### src/hdl/hrhp_pkg.sv
// Package: payload types and codes for the HTTP response header parser.
`default_nettype none
package hrhp_pkg;
  typedef struct packed {
    logic [1:0] opcode;
    logic [7:0] data_byte;
  } hrhp_in_t;

  typedef struct packed {
    logic [1:0] result_kind;
    logic [2:0] error_code;
    logic       body_valid;
    logic [7:0] body_byte;
    logic [9:0] status_code;
    logic       keepalive;
    logic       version_is_11;
  } hrhp_out_t;

  typedef enum logic [3:0] {
    PH_PROTO   = 4'd0,
    PH_VERSION = 4'd1,
    PH_STATUS  = 4'd2,
    PH_REASON  = 4'd3,
    PH_KEY     = 4'd4,
    PH_VALUE   = 4'd5,
    PH_LINEEND = 4'd6,
    PH_BODY    = 4'd7,
    PH_DONE    = 4'd8,
    PH_ERROR   = 4'd9
  } hrhp_phase_t;

  typedef enum logic [1:0] {
    OP_DATA    = 2'd0,
    OP_CLOSE   = 2'd1,
    OP_RESTART = 2'd2,
    OP_NONE    = 2'd3
  } hrhp_op_t;

  localparam logic [1:0] RK_PARSING = 2'd0;
  localparam logic [1:0] RK_DONE    = 2'd1;
  localparam logic [1:0] RK_ERROR   = 2'd2;

  localparam logic [2:0] ERR_NONE      = 3'd0;
  localparam logic [2:0] ERR_TOKEN     = 3'd1;
  localparam logic [2:0] ERR_NOT_HTTP  = 3'd2;
  localparam logic [2:0] ERR_VERSION   = 3'd3;
  localparam logic [2:0] ERR_STATUS    = 3'd4;
  localparam logic [2:0] ERR_NO_LENGTH = 3'd5;
  localparam logic [2:0] ERR_TRUNC     = 3'd6;

  // classified byte handed from front to back
  typedef struct packed {
    logic [1:0] opcode;
    logic [7:0] data_byte;
    logic       is_cr;
    logic       is_lf;
    logic       is_space;
    logic       is_colon;
    logic       is_slash;
    logic       is_digit;
    logic [3:0] digit;
  } hrhp_cls_t;

  function automatic logic [7:0] key_clen_char(input logic [3:0] p);
    logic [7:0] c;
    begin
      case (p)
        4'd0: c = "C";  4'd1: c = "o";  4'd2: c = "n";  4'd3: c = "t";
        4'd4: c = "e";  4'd5: c = "n";  4'd6: c = "t";  4'd7: c = "-";
        4'd8: c = "L";  4'd9: c = "e";  4'd10: c = "n"; 4'd11: c = "g";
        4'd12: c = "t"; 4'd13: c = "h";
        default: c = 8'h00;
      endcase
      return c;
    end
  endfunction

  function automatic logic [7:0] key_conn_char(input logic [3:0] p);
    logic [7:0] c;
    begin
      case (p)
        4'd0: c = "C"; 4'd1: c = "o"; 4'd2: c = "n"; 4'd3: c = "n";
        4'd4: c = "e"; 4'd5: c = "c"; 4'd6: c = "t"; 4'd7: c = "i";
        4'd8: c = "o"; 4'd9: c = "n";
        default: c = 8'h00;
      endcase
      return c;
    end
  endfunction

  function automatic logic [7:0] val_close_char(input logic [2:0] p);
    logic [7:0] c;
    begin
      case (p)
        3'd0: c = "c"; 3'd1: c = "l"; 3'd2: c = "o"; 3'd3: c = "s"; 3'd4: c = "e";
        default: c = 8'h00;
      endcase
      return c;
    end
  endfunction
endpackage
`default_nettype wire

### src/hdl/hrhp_front.sv
// Front end: accepts input beats and classifies each byte.
`default_nettype none
module hrhp_front
  import hrhp_pkg::*;
(
  input  wire logic      clk,
  input  wire logic      rst_n,
  input  wire logic      in_valid,
  output logic           in_ready,
  input  wire hrhp_in_t  in_data,
  output logic           cls_valid,
  input  wire logic      cls_ready,
  output hrhp_cls_t      cls_data
);
  logic      cls_valid_r, cls_valid_nxt;
  hrhp_cls_t cls_data_r, cls_data_nxt;
  logic      take;

  assign in_ready = !cls_valid_r || cls_ready;
  assign take     = in_valid && in_ready;

  always_comb begin
    cls_data_nxt.opcode    = in_data.opcode;
    cls_data_nxt.data_byte = in_data.data_byte;
    cls_data_nxt.is_cr     = in_data.data_byte == 8'h0D;
    cls_data_nxt.is_lf     = in_data.data_byte == 8'h0A;
    cls_data_nxt.is_space  = in_data.data_byte == 8'h20;
    cls_data_nxt.is_colon  = in_data.data_byte == 8'h3A;
    cls_data_nxt.is_slash  = in_data.data_byte == 8'h2F;
    cls_data_nxt.is_digit  = in_data.data_byte inside {[8'h30:8'h39]};
    cls_data_nxt.digit     = in_data.data_byte[3:0];
    cls_valid_nxt = take ? 1'b1 : (cls_ready ? 1'b0 : cls_valid_r);
  end

  always_ff @(posedge clk) begin
    if (!rst_n) begin
      cls_valid_r <= 1'b0;
    end else begin
      cls_valid_r <= cls_valid_nxt;
    end
    if (take) begin
      cls_data_r <= cls_data_nxt;
    end
  end

  assign cls_valid = cls_valid_r;
  assign cls_data  = cls_data_r;
endmodule
`default_nettype wire

### src/hdl/hrhp_fifo.sv
// Short queue between front and back ends.
`default_nettype none
module hrhp_fifo
  import hrhp_pkg::*;
(
  input  wire logic      clk,
  input  wire logic      rst_n,
  input  wire logic      wr_valid,
  output logic           wr_ready,
  input  wire hrhp_cls_t wr_data,
  output logic           rd_valid,
  input  wire logic      rd_ready,
  output hrhp_cls_t      rd_data
);
  hrhp_cls_t  mem_r [2];
  logic       wp_r, wp_nxt, rp_r, rp_nxt;
  logic [1:0] cnt_r, cnt_nxt;
  logic       push, pop;

  assign wr_ready = cnt_r != 2'd2;
  assign rd_valid = cnt_r != 2'd0;
  assign rd_data  = mem_r[rp_r];
  assign push     = wr_valid && wr_ready;
  assign pop      = rd_valid && rd_ready;

  always_comb begin
    wp_nxt  = push ? ~wp_r : wp_r;
    rp_nxt  = pop ? ~rp_r : rp_r;
    cnt_nxt = cnt_r + {1'b0, push} - {1'b0, pop};
  end

  always_ff @(posedge clk) begin
    if (!rst_n) begin
      wp_r  <= 1'b0;
      rp_r  <= 1'b0;
      cnt_r <= 2'd0;
    end else begin
      wp_r  <= wp_nxt;
      rp_r  <= rp_nxt;
      cnt_r <= cnt_nxt;
    end
    if (push) begin
      mem_r[wp_r] <= wr_data;
    end
  end
endmodule
`default_nettype wire

### src/hdl/hrhp_back.sv
// Back end: the parse state machine and the result register.
`default_nettype none
module hrhp_back
  import hrhp_pkg::*;
#(
  parameter int TOKEN_LIMIT  = 4096,
  parameter int LENGTH_WIDTH = 40
) (
  input  wire logic      clk,
  input  wire logic      rst_n,
  input  wire logic      keep_init,
  input  wire logic      cls_valid,
  output logic           cls_ready,
  input  wire hrhp_cls_t cls_data,
  output logic           out_valid,
  input  wire logic      out_ready,
  output hrhp_out_t      out_data
);
  localparam int TW = $clog2(TOKEN_LIMIT + 1);
  localparam logic [TW-1:0] TLIM = TW'(TOKEN_LIMIT);
  localparam logic [LENGTH_WIDTH-1:0] LMAX = {LENGTH_WIDTH{1'b1}};
  // largest value that can take another digit without overflow bound check
  localparam logic [LENGTH_WIDTH-1:0] LDIV = LMAX / 10;
  localparam logic [3:0] LREM = 4'(LMAX % 10);

  hrhp_phase_t phase_r, phase_nxt;
  logic [TW-1:0] tok_r, tok_nxt;
  logic [31:0] lf_r, lf_nxt;
  logic clen_r, clen_nxt, conn_r, conn_nxt, close_r, close_nxt, dig_r, dig_nxt;
  logic [LENGTH_WIDTH-1:0] len_r, len_nxt, cnt_r, cnt_nxt;
  logic [9:0] status_r, status_nxt;
  logic keep_r, keep_nxt, v11_r, v11_nxt;
  logic [2:0] err_r, err_nxt;
  logic out_valid_r, out_valid_nxt;
  hrhp_out_t out_r, out_nxt;
  logic take, bvalid;

  logic [LENGTH_WIDTH+3:0] len_x10;
  logic [9:0] st_sum;

  assign cls_ready = !out_valid_r || out_ready;
  assign take      = cls_valid && cls_ready;

  // digit accumulate: shifts and add only
  assign len_x10 = {len_r, 3'b000} + {3'b000, len_r, 1'b0} +
                   {{LENGTH_WIDTH{1'b0}}, cls_data.digit};
  assign st_sum = 10'(lf_r[19:16]) * 10'd100 + 10'(lf_r[11:8]) * 10'd10 +
                  10'(lf_r[3:0]);

  always_comb begin
    logic [3:0] p;
    logic [7:0] b;
    logic tokfull;
    p = tok_r[3:0];
    b = cls_data.data_byte;
    tokfull = tok_r >= TLIM;
    phase_nxt = phase_r; tok_nxt = tok_r; lf_nxt = lf_r;
    clen_nxt = clen_r; conn_nxt = conn_r; close_nxt = close_r; dig_nxt = dig_r;
    len_nxt = len_r; cnt_nxt = cnt_r; status_nxt = status_r;
    keep_nxt = keep_r; v11_nxt = v11_r; err_nxt = err_r;
    bvalid = 1'b0;
    case (hrhp_op_t'(cls_data.opcode))
      OP_RESTART: begin
        phase_nxt = PH_PROTO; tok_nxt = '0; lf_nxt = '0;
        clen_nxt = 1'b1; conn_nxt = 1'b1; close_nxt = 1'b0; dig_nxt = 1'b0;
        len_nxt = '0; cnt_nxt = '0; status_nxt = '0;
        keep_nxt = keep_init; v11_nxt = 1'b0; err_nxt = ERR_NONE;
      end
      OP_CLOSE: begin
        if (phase_r == PH_BODY) begin
          phase_nxt = PH_DONE;
        end else if (phase_r != PH_DONE && phase_r != PH_ERROR) begin
          phase_nxt = PH_ERROR; err_nxt = ERR_TRUNC;
        end
      end
      OP_DATA: begin
        if (phase_r == PH_BODY) begin
          bvalid = 1'b1;
          if (cnt_r != LMAX) begin
            cnt_nxt = cnt_r + 1'b1;
          end
          if (len_r != '0 && cnt_nxt >= len_r) begin
            phase_nxt = PH_DONE;
          end
        end else if (phase_r < PH_BODY && !cls_data.is_cr) begin
          if (tokfull) begin
            phase_nxt = PH_ERROR; err_nxt = ERR_TOKEN;
          end else begin
            // token push defaults; arms override
            case (phase_r)
              PH_PROTO: begin
                if (cls_data.is_slash) begin
                  if (tok_r == TW'(4) && lf_r == 32'h48545450) begin
                    tok_nxt = '0; lf_nxt = '0; phase_nxt = PH_VERSION;
                  end else begin
                    phase_nxt = PH_ERROR; err_nxt = ERR_NOT_HTTP;
                  end
                end else begin
                  lf_nxt = {lf_r[23:0], b}; tok_nxt = tok_r + 1'b1;
                end
              end
              PH_VERSION: begin
                if (cls_data.is_space) begin
                  if (tok_r == TW'(3) &&
                      (lf_r[23:0] == 24'h312E30 || lf_r[23:0] == 24'h312E31)) begin
                    if (lf_r[0]) v11_nxt = 1'b1;
                    tok_nxt = '0; lf_nxt = '0; phase_nxt = PH_STATUS;
                  end else begin
                    phase_nxt = PH_ERROR; err_nxt = ERR_VERSION;
                  end
                end else begin
                  lf_nxt = {lf_r[23:0], b}; tok_nxt = tok_r + 1'b1;
                end
              end
              PH_STATUS: begin
                if (cls_data.is_space) begin
                  if (tok_r == TW'(3) &&
                      lf_r[23:16] inside {[8'h30:8'h39]} &&
                      lf_r[15:8] inside {[8'h30:8'h39]} &&
                      lf_r[7:0] inside {[8'h30:8'h39]}) begin
                    status_nxt = st_sum;
                    tok_nxt = '0; lf_nxt = '0; phase_nxt = PH_REASON;
                  end else begin
                    phase_nxt = PH_ERROR; err_nxt = ERR_STATUS;
                  end
                end else begin
                  lf_nxt = {lf_r[23:0], b}; tok_nxt = tok_r + 1'b1;
                end
              end
              PH_REASON: begin
                if (cls_data.is_lf) phase_nxt = PH_LINEEND;
              end
              PH_VALUE: begin
                if (cls_data.is_lf) begin
                  if (conn_r && close_r && tok_r >= TW'(5)) keep_nxt = 1'b0;
                  tok_nxt = '0; lf_nxt = '0; phase_nxt = PH_LINEEND;
                end else if (!(tok_r == '0 && cls_data.is_space)) begin
                  if (tok_r < TW'(5) && b != val_close_char(p[2:0])) close_nxt = 1'b0;
                  if (clen_r && dig_r) begin
                    if (cls_data.is_digit) begin
                      if (len_r > LDIV || (len_r == LDIV && cls_data.digit > LREM)) begin
                        len_nxt = LMAX;
                      end else begin
                        len_nxt = len_x10[LENGTH_WIDTH-1:0];
                      end
                    end else begin
                      dig_nxt = 1'b0;
                    end
                  end
                  lf_nxt = {lf_r[23:0], b}; tok_nxt = tok_r + 1'b1;
                end
              end
              PH_LINEEND: begin
                if (cls_data.is_lf) begin
                  if (len_r == '0 && v11_r) begin
                    phase_nxt = PH_ERROR; err_nxt = ERR_NO_LENGTH;
                  end else begin
                    phase_nxt = PH_BODY;
                  end
                end else if (cls_data.is_colon) begin
                  // empty key
                  clen_nxt = 1'b0; conn_nxt = 1'b0; close_nxt = 1'b0; dig_nxt = 1'b0;
                  tok_nxt = '0; lf_nxt = '0; phase_nxt = PH_VALUE;
                end else begin
                  clen_nxt = b == key_clen_char(4'd0);
                  conn_nxt = b == key_conn_char(4'd0);
                  tok_nxt = TW'(1); lf_nxt = {24'h0, b}; phase_nxt = PH_KEY;
                end
              end
              default: begin // PH_KEY
                if (cls_data.is_colon) begin
                  clen_nxt = clen_r && tok_r == TW'(14);
                  dig_nxt = clen_nxt;
                  conn_nxt = conn_r && tok_r >= TW'(10);
                  close_nxt = conn_nxt;
                  if (clen_nxt) len_nxt = '0;
                  tok_nxt = '0; lf_nxt = '0; phase_nxt = PH_VALUE;
                end else begin
                  if (tok_r >= TW'(14) || b != key_clen_char(p)) clen_nxt = 1'b0;
                  if (tok_r < TW'(10) && b != key_conn_char(p)) conn_nxt = 1'b0;
                  lf_nxt = {lf_r[23:0], b}; tok_nxt = tok_r + 1'b1;
                end
              end
            endcase
          end
        end
      end
      default: begin
      end
    endcase
    out_nxt.result_kind = phase_nxt == PH_ERROR ? RK_ERROR :
                          (phase_nxt == PH_DONE ? RK_DONE : RK_PARSING);
    out_nxt.error_code    = phase_nxt == PH_ERROR ? err_nxt : ERR_NONE;
    out_nxt.body_valid    = bvalid;
    out_nxt.body_byte     = bvalid ? b : 8'h00;
    out_nxt.status_code   = status_nxt;
    out_nxt.keepalive     = keep_nxt;
    out_nxt.version_is_11 = v11_nxt;
    out_valid_nxt = take ? 1'b1 : (out_ready ? 1'b0 : out_valid_r);
  end

  always_ff @(posedge clk) begin
    if (!rst_n) begin
      phase_r <= PH_PROTO; tok_r <= '0; lf_r <= '0;
      clen_r <= 1'b1; conn_r <= 1'b1; close_r <= 1'b0; dig_r <= 1'b0;
      len_r <= '0; cnt_r <= '0; status_r <= '0;
      keep_r <= 1'b1; v11_r <= 1'b0; err_r <= ERR_NONE;
      out_valid_r <= 1'b0;
    end else begin
      out_valid_r <= out_valid_nxt;
      if (take) begin
        phase_r <= phase_nxt; tok_r <= tok_nxt; lf_r <= lf_nxt;
        clen_r <= clen_nxt; conn_r <= conn_nxt; close_r <= close_nxt;
        dig_r <= dig_nxt; len_r <= len_nxt; cnt_r <= cnt_nxt;
        status_r <= status_nxt; keep_r <= keep_nxt; v11_r <= v11_nxt;
        err_r <= err_nxt;
      end
    end
    if (take) begin
      out_r <= out_nxt;
    end
  end

  assign out_valid = out_valid_r;
  assign out_data  = out_r;
endmodule
`default_nettype wire

### src/hdl/http_response_header_parser_unit.sv
// Top level of the HTTP response header parser.
// Takes one beat per clock while not held off: each beat is a response byte, a
// connection-close event or a restart, and yields exactly one result beat. The
// beat passes the front register, the queue and the back end result
// register before its result appears; it waits while the output is held off.
// Sustained rate is one beat per cycle while the output is taken, set by the parse
// state machine in the back end updating once per beat. A front stage classifies
// bytes, a two-entry queue decouples it from the back end, and a registered result
// stage holds each result until taken; while one waits, the back end stalls.
// cfg_data sets request_is_http11 (reset 1); it takes effect at the next
// restart beat. Write it only while idle.
`default_nettype none
module http_response_header_parser_unit
  import hrhp_pkg::*;
#(
  parameter int TOKEN_LIMIT  = 4096,
  parameter int LENGTH_WIDTH = 40
) (
  input  wire logic      clk,
  input  wire logic      rst_n,
  input  wire logic      in_valid,
  output logic           in_ready,
  input  wire hrhp_in_t  in_data,
  output logic           out_valid,
  input  wire logic      out_ready,
  output hrhp_out_t      out_data,
  input  wire logic      cfg_valid,
  output logic           cfg_ready,
  input  wire logic      cfg_data
);
  logic      f_valid, f_ready, q_valid, q_ready;
  hrhp_cls_t f_data, q_data;
  logic      req11_r, req11_nxt;

  // config register, always writable
  assign cfg_ready = 1'b1;
  assign req11_nxt = cfg_valid ? cfg_data : req11_r;

  always_ff @(posedge clk) begin
    if (!rst_n) begin
      req11_r <= 1'b1;
    end else begin
      req11_r <= req11_nxt;
    end
  end

  hrhp_front u_front (
    .clk, .rst_n, .in_valid, .in_ready, .in_data,
    .cls_valid(f_valid), .cls_ready(f_ready), .cls_data(f_data)
  );

  hrhp_fifo u_fifo (
    .clk, .rst_n,
    .wr_valid(f_valid), .wr_ready(f_ready), .wr_data(f_data),
    .rd_valid(q_valid), .rd_ready(q_ready), .rd_data(q_data)
  );

  hrhp_back #(
    .TOKEN_LIMIT(TOKEN_LIMIT), .LENGTH_WIDTH(LENGTH_WIDTH)
  ) u_back (
    .clk, .rst_n, .keep_init(req11_r),
    .cls_valid(q_valid), .cls_ready(q_ready), .cls_data(q_data),
    .out_valid, .out_ready, .out_data
  );
endmodule
`default_nettype wire

### config.mk
export PLATFORM = sky130hd
export DESIGN_NAME = http_response_header_parser_unit
export DESIGN_NICKNAME = d
export VERILOG_FILES = /design/src/hdl/hrhp_pkg.sv /design/src/hdl/hrhp_front.sv /design/src/hdl/hrhp_fifo.sv /design/src/hdl/hrhp_back.sv /design/src/hdl/http_response_header_parser_unit.sv
export SDC_FILE = /design/constraint.sdc
export NUM_CORES = 1
export LEC_CHECK = 0
export BUFFER_PORTS_ARGS = -buffer_cell sky130_fd_sc_hd__buf_2
export CAP_MARGIN = 0
export CORE_MARGIN = 2
export CORE_UTILIZATION = 40
export DETAILED_ROUTE_END_ITERATION = 8
export PLACE_DENSITY_LB_ADDON = 0.2
export SYNTH_ARGS = -nofsm -noshare
export SYNTH_HDL_FRONTEND = slang
export SYNTH_SLANG_ARGS = --single-unit
### constraint.sdc
create_clock -name clk -period 10.1 [get_ports clk]
set_clock_uncertainty 0.2 [all_clocks]
set_input_delay 0.505 -clock clk [delete_from_list [all_inputs] [get_ports clk]]
set_output_delay 0.505 -clock clk [all_outputs]
set_load 0.02 [all_outputs]
### Word-level counts from Yosys, hierarchy flattened

Memory sizes are Yosys's and may differ from the RTL's. A register that Yosys moved wholly into a read port is not among the register bits.
Index checks and enable logic that the tools add are counted.

* bits in read-only memories: 224
* register bits after elaboration: 201
* output and inout port bits: 29
* input port bits: 16
* memories: 3
* RAM bits: 40

* add/subtract/negate cells: 8
* bitwise logic cells: 2
* equality and inequality tests: 58
* muxes and demuxes: 177
* order comparisons: 18
* multiply operators: 2
* reductions and logical operators: 55

Memory list
* (name not given): depth 16, bits a word 7, read ports 1, clocked after memory_dff 1, wr ports 0, RTL line hrhp_pkg.sv:67 `case (p)`
* (name not given): depth 16, bits a word 7, read ports 1, clocked after memory_dff 1, wr ports 0, RTL line hrhp_pkg.sv:81 `case (p)`
* u_fifo.mem_r: depth 2, bits a word 20, read ports 1, clocked after memory_dff 1, wr ports 1, RTL line hrhp_fifo.sv:15 `hrhp_cls_t mem_r [2];`

Operators by type and width (number)
* 40-bit 2-to-1 mux: 14
* 32-bit 2-to-1 mux: 13
* 40-bit case mux with 2 select lines: 3
* 32-bit case mux with 6 select lines: 1
* 13-bit 2-to-1 mux: 13
* 8-bit 2-to-1 mux: 20
* 4-bit 2-to-1 mux: 20
* 13-bit case mux with 6 select lines: 1
* 32-bit case mux with 2 select lines: 1
* 10-bit 2-to-1 mux: 6
* 1-bit 2-to-1 mux: 55
* 24-bit by 22-bit equality test with 1-bit output (second input constant): 2
* 40-bit by 1-bit adder with 40-bit output (second input constant): 1
* 40-bit by 4-bit adder with 40-bit output: 1
* 40-bit adder: 1
* 40-bit by 37-bit equality test with 1-bit output (second input constant): 1
* 40-bit >= comparator: 1
* 40-bit by 37-bit > comparator with 1-bit output (second input constant): 1
* 40-bit zero test: 1
* 40-bit inequality test (second input constant): 1
* 40-bit nonzero test: 1
* 3-bit 2-to-1 mux: 13
* 7-bit case mux with 5 select lines: 1
* 32-bit by 31-bit equality test with 1-bit output (second input constant): 1
* 66 further kinds: 147

### Longest topological paths before layout

* depth in word-level cells: 19
* depth in mapped cells: 22
* depth with buffers taken out: 21

### Hierarchy

Synthesis repeated with hierarchy kept, for this count alone.

* cells, all modules: 1939
* area, all modules: 16662.2 um^2

Modules (own cells, without submodules)
* hrhp_back: area each 14285.0 um^2, cells an instance 1809, instances 1, sequential area each 4043.9 um^2
* hrhp_fifo: area each 1676.6 um^2, cells an instance 86, instances 1, sequential area each 1301.2 um^2
* hrhp_front: area each 655.6 um^2, cells an instance 39, instances 1, sequential area each 500.5 um^2
* http_response_header_parser_unit: area each 45.0 um^2, cells an instance 5, instances 1, sequential area each 20.0 um^2

### Worst setup path before layout

Ideal clock, no wire load.

* path kind: reg-to-reg
* start point: register with a tool-made name
* end point: register u_back.len_r[37]
* required time: 9785 ps
* path slack: 4997 ps
* library setup time: 115 ps
* clock period less this slack: 5103 ps
* data arrival time: 4789 ps
* cell stages (with the launch flop): 18
* cell sequence: dfxtp_1 buf_2 buf_4 buf_1 mux2i_1 inv_1 fa_1 ha_1 a211o_1 a211o_1 a31oi_1 nor3_1 a211oi_1 o21ai_0 a41o_1 o41a_1 xor2_1 o21a_1

RTL lines
* end signal: assignment: RTL line hrhp_back.sv:214 `dig_r <= dig_nxt; len_r <= len_nxt; cnt_r <= cnt_nxt;`
* end: declaration: RTL line hrhp_back.sv:30 `logic [LENGTH_WIDTH-1:0] len_r, len_nxt, cnt_r, cnt_nxt;`

==> results.cfg <==
[synthesis]
synth_top_area_share_pct = 21.1
synth_area_leaders = dfxtp_1, edfxtp_1, ha_1
synth-seq-cells = 244
yosysWarnings = 0
synth_commonest_cells = nand2_1, a21oi_1, dfxtp_1, nor2_1, ha_1
synth_cell_types = 88
seq_area_frac_synth_pct = 34.9
syn_area_mm2 = 0.0161
syn_avg_cell_area_um2 = 8.53
synth-edff-count = 74
yosys.cell_count.top_type = nand2_1
ys.flop_type = dfxtp_1
syn_nets = 2072
yosysTopAreaCell = dfxtp_1
async_flop_share_pct = 0
syn-instance-count = 1891

[critical_path]
ff2ff_setup_slack_ps = 4550
end_kind = flip-flop
crit_slowest_cell = mux2i_1
crit_type = reg2reg
regToRegEndpoint = u_back.len_r[38]
path_max_fanout = 24
slowest_delay_ps = 640
crit_top_cell = fa_1
r2r_cells = 15
worstPathCellList = buf_4 > mux2i_1 > inv_1 > fa_1 > fa_1 > a21o_1 > a21oi_1 > o21a_1 > nor4_1 > or2_2 > o21ai_0 > o31a_1 > o21bai_1 > a2111oi_0 > o32ai_1
required_ps = 10310
crit_arrival_ps = 5770
startpoint_type = flip-flop

[cells_and_area]
multi_input_area_mm2 = 0.00982
layout.nets = 2090
drive_gt1_share_pct = 7.56
syn2layout_area_growth_pct = 11.3
diodes = 0
stdcell_count = 2457
fill_cells = 3953
seq_area_mm2 = 0.00563

[routing]
routedWlPerCell_um = 18.1
drc = 0
drtIter0Drc = 955
wl_mm = 44.5
vias_per_cell = 5.64
dr_total_vias = 13900
first_pass_iters = 5
route.antenna.remaining_nets = 0

[clock_tree]
numClockSinks = 244
cts_tree = yes
htreeDepth = 1
clk_pin_slew_worst_paths_ps = 60
postCtsSetupBuffers = 0
cts_root_buf = clkbuf_16
clockBufferDepth = 3
cts_buffers = 30
clk_latency_ps = 610

[floorplan]
row_count = 73
ios = 45
dieArea_mm2 = 0.0419
coreArea_mm2 = 0.0397
start_util_pct = 40.6
die_y_um = 205
dieWidth_um = 205

[place]
numPortBuffers = 43
place.detailed.hpwl_mm = 32.0
place_inst = 2389
gp_congestion = 0.917

[grt]
grt_pass1_vias = 13600
gr-total-overflow = 0
grt_pass1_wl_mm = 71.9
antenna_found_initial = 0
track_usage_pct = 21.2
grt_max_degree = 68

[flow_run]
drv_cap = 0

[timing]
grt_setup_unrepaired = false
tightestPinTransition_ps = 1260
max_freq_mhz = 180
drv_slew = 0
period_share_pct = 55.0
hold_viol_final = 0
max_slew_margin_pct = 13.4
setup_viol = 0
fin_setup_tns_ps = 0
fin_crit_ps = 5550

[power_and_ir_drop]
finalPower_mw = 3.10
pwr_density_cell_mw_per_mm2 = 173
peakVddDrop_mv = 0.147
p_leak_nw = 7.28

[hold_path]
holdPathEnd = u_back.out_valid
holdPathStages = 4
hp-start = out_ready
worstHoldPathType = in2reg

[outcome]
status = finished clean
-- placed cells by master, fill, tap and decap left out, types with 20 or more instances in the layout --
cell,Yosys,routed
clkbuf_16,0,30
mux2i_1,23,23
a21o_1,30,30
xnor2_1,71,71
and3_1,21,21
edfxtp_1,74,74
nor4_1,26,26
buf_2,6,43
o21ai_0,119,119
xor2_1,42,42
nand4_1,35,35
ha_1,158,158
nand2_1,191,191
nor2_1,168,166
nand3_1,54,54
dfxtp_1,170,170
a22oi_1,24,24
nor3_1,54,54
inv_1,97,96
a31oi_1,21,20
a21oi_1,175,175
-- cell families (layout without fill, tap and decap cells) --
group	count (synthesis)	count (layout)	synth area share, %
xor+xnor	113	113	6.14
compound gates	506	506	19.8
fa+ha+maj	165	165	13.1
mux	31	31	2.03
simple gates	645	645	19.5
buf+inv	186	227	4.45
other cells	1	1	0.0233
flops	244	244	34.9
-- through the flow --
| stage | utilization, % | instance area (um^2) | hold slack [ps] | setup slack [ps] |
|---|---|---|---|---|
| 6_report | 45.2 | 18000 | 73.3 | 4550 |
| 5_1_grt | 45.2 | 18000 | 86.1 | 4240 |
| 4_1_cts | 45.2 | 18000 | 51.9 | 4530 |
| 3_5_place_dp | 42.3 | 16800 | 230 | 4600 |
| 3_3_place_gp | 42.3 | 16800 | 224 | 4770 |
| 2_1_floorplan | - | 16100 | 221 | 5000 |
-- registers in the layout (all words and copies together) (netlist names), 2 cells and up, named ones only --
register and count:
u_back.len_r 40, u_back.lf_r 32, u_back.status_r 10, u_back.out_data 26
u_back.err_r 3, u_back.tok_r 13, u_back.phase_r 4, u_front.cls_data 16
u_fifo.mem_r 32, u_fifo.cnt_r 2, u_back.cnt_r 40
-- per-layer routing --
metal,wire length (um),global-route usage [%],share of wire [%],vias to the layer above
met4,808,4.68,1.8,0
met1,20000,27.4,45,6654
li1,-,-,-,6897
met2,22000,37.5,50,258
met5,0,0,0,-
met3,1570,2.56,3.5,58
-- worst max-delay path: cells and delay by family, from the launching register on --
kind | cells | cell delay (ps)
AOI/OAI and AO/OA | 8 | 2130
adders and majority gates | 2 | 1070
muxes | 1 | 640
buffers and inverters | 2 | 610
and+or+nand+nor | 2 | 390
DFF | 1 | 310
-- final cells by class --
type	count	area share (%)
inverters	100	2.10
flip-flops and latches	244	31.3
clock inverters	8	0.780
multi-input cells	1461	54.7
clock buffers	47	4.87
repair buffers	72	2.59
well taps	525	3.66
-- worst max-delay path by stage --
stage	from	end	slack (ps)	cells past startpoint
floorplan	flip-flop	u_back.len_r[37]	5000	17
global placement	flip-flop	u_back.len_r[38]	4770	15
detailed placement	flip-flop	u_back.len_r[38]	4600	15
CTS	flip-flop	u_back.len_r[38]	4530	15
global route	flip-flop	u_back.len_r[38]	4240	15
finish	flip-flop	u_back.len_r[38]	4550	15
-- what timing repair did --
| item | 4_1_cts | 5_1_grt |
|---|---|---|
| gates resized for setup | 0 | 0 |
| endpoints found under the hold margin | 12 | 0 |
| hold buffers | 13 | 0 |
-- power by group --
part	total, mW	internal (mW)	switching [mW]
registers	1.18	1.11	0.0704
logic	0.809	0.243	0.566
clock network	1.11	0.669	0.441
total	3.10	2.02	1.08
Power figures use the tool's default switching activity.
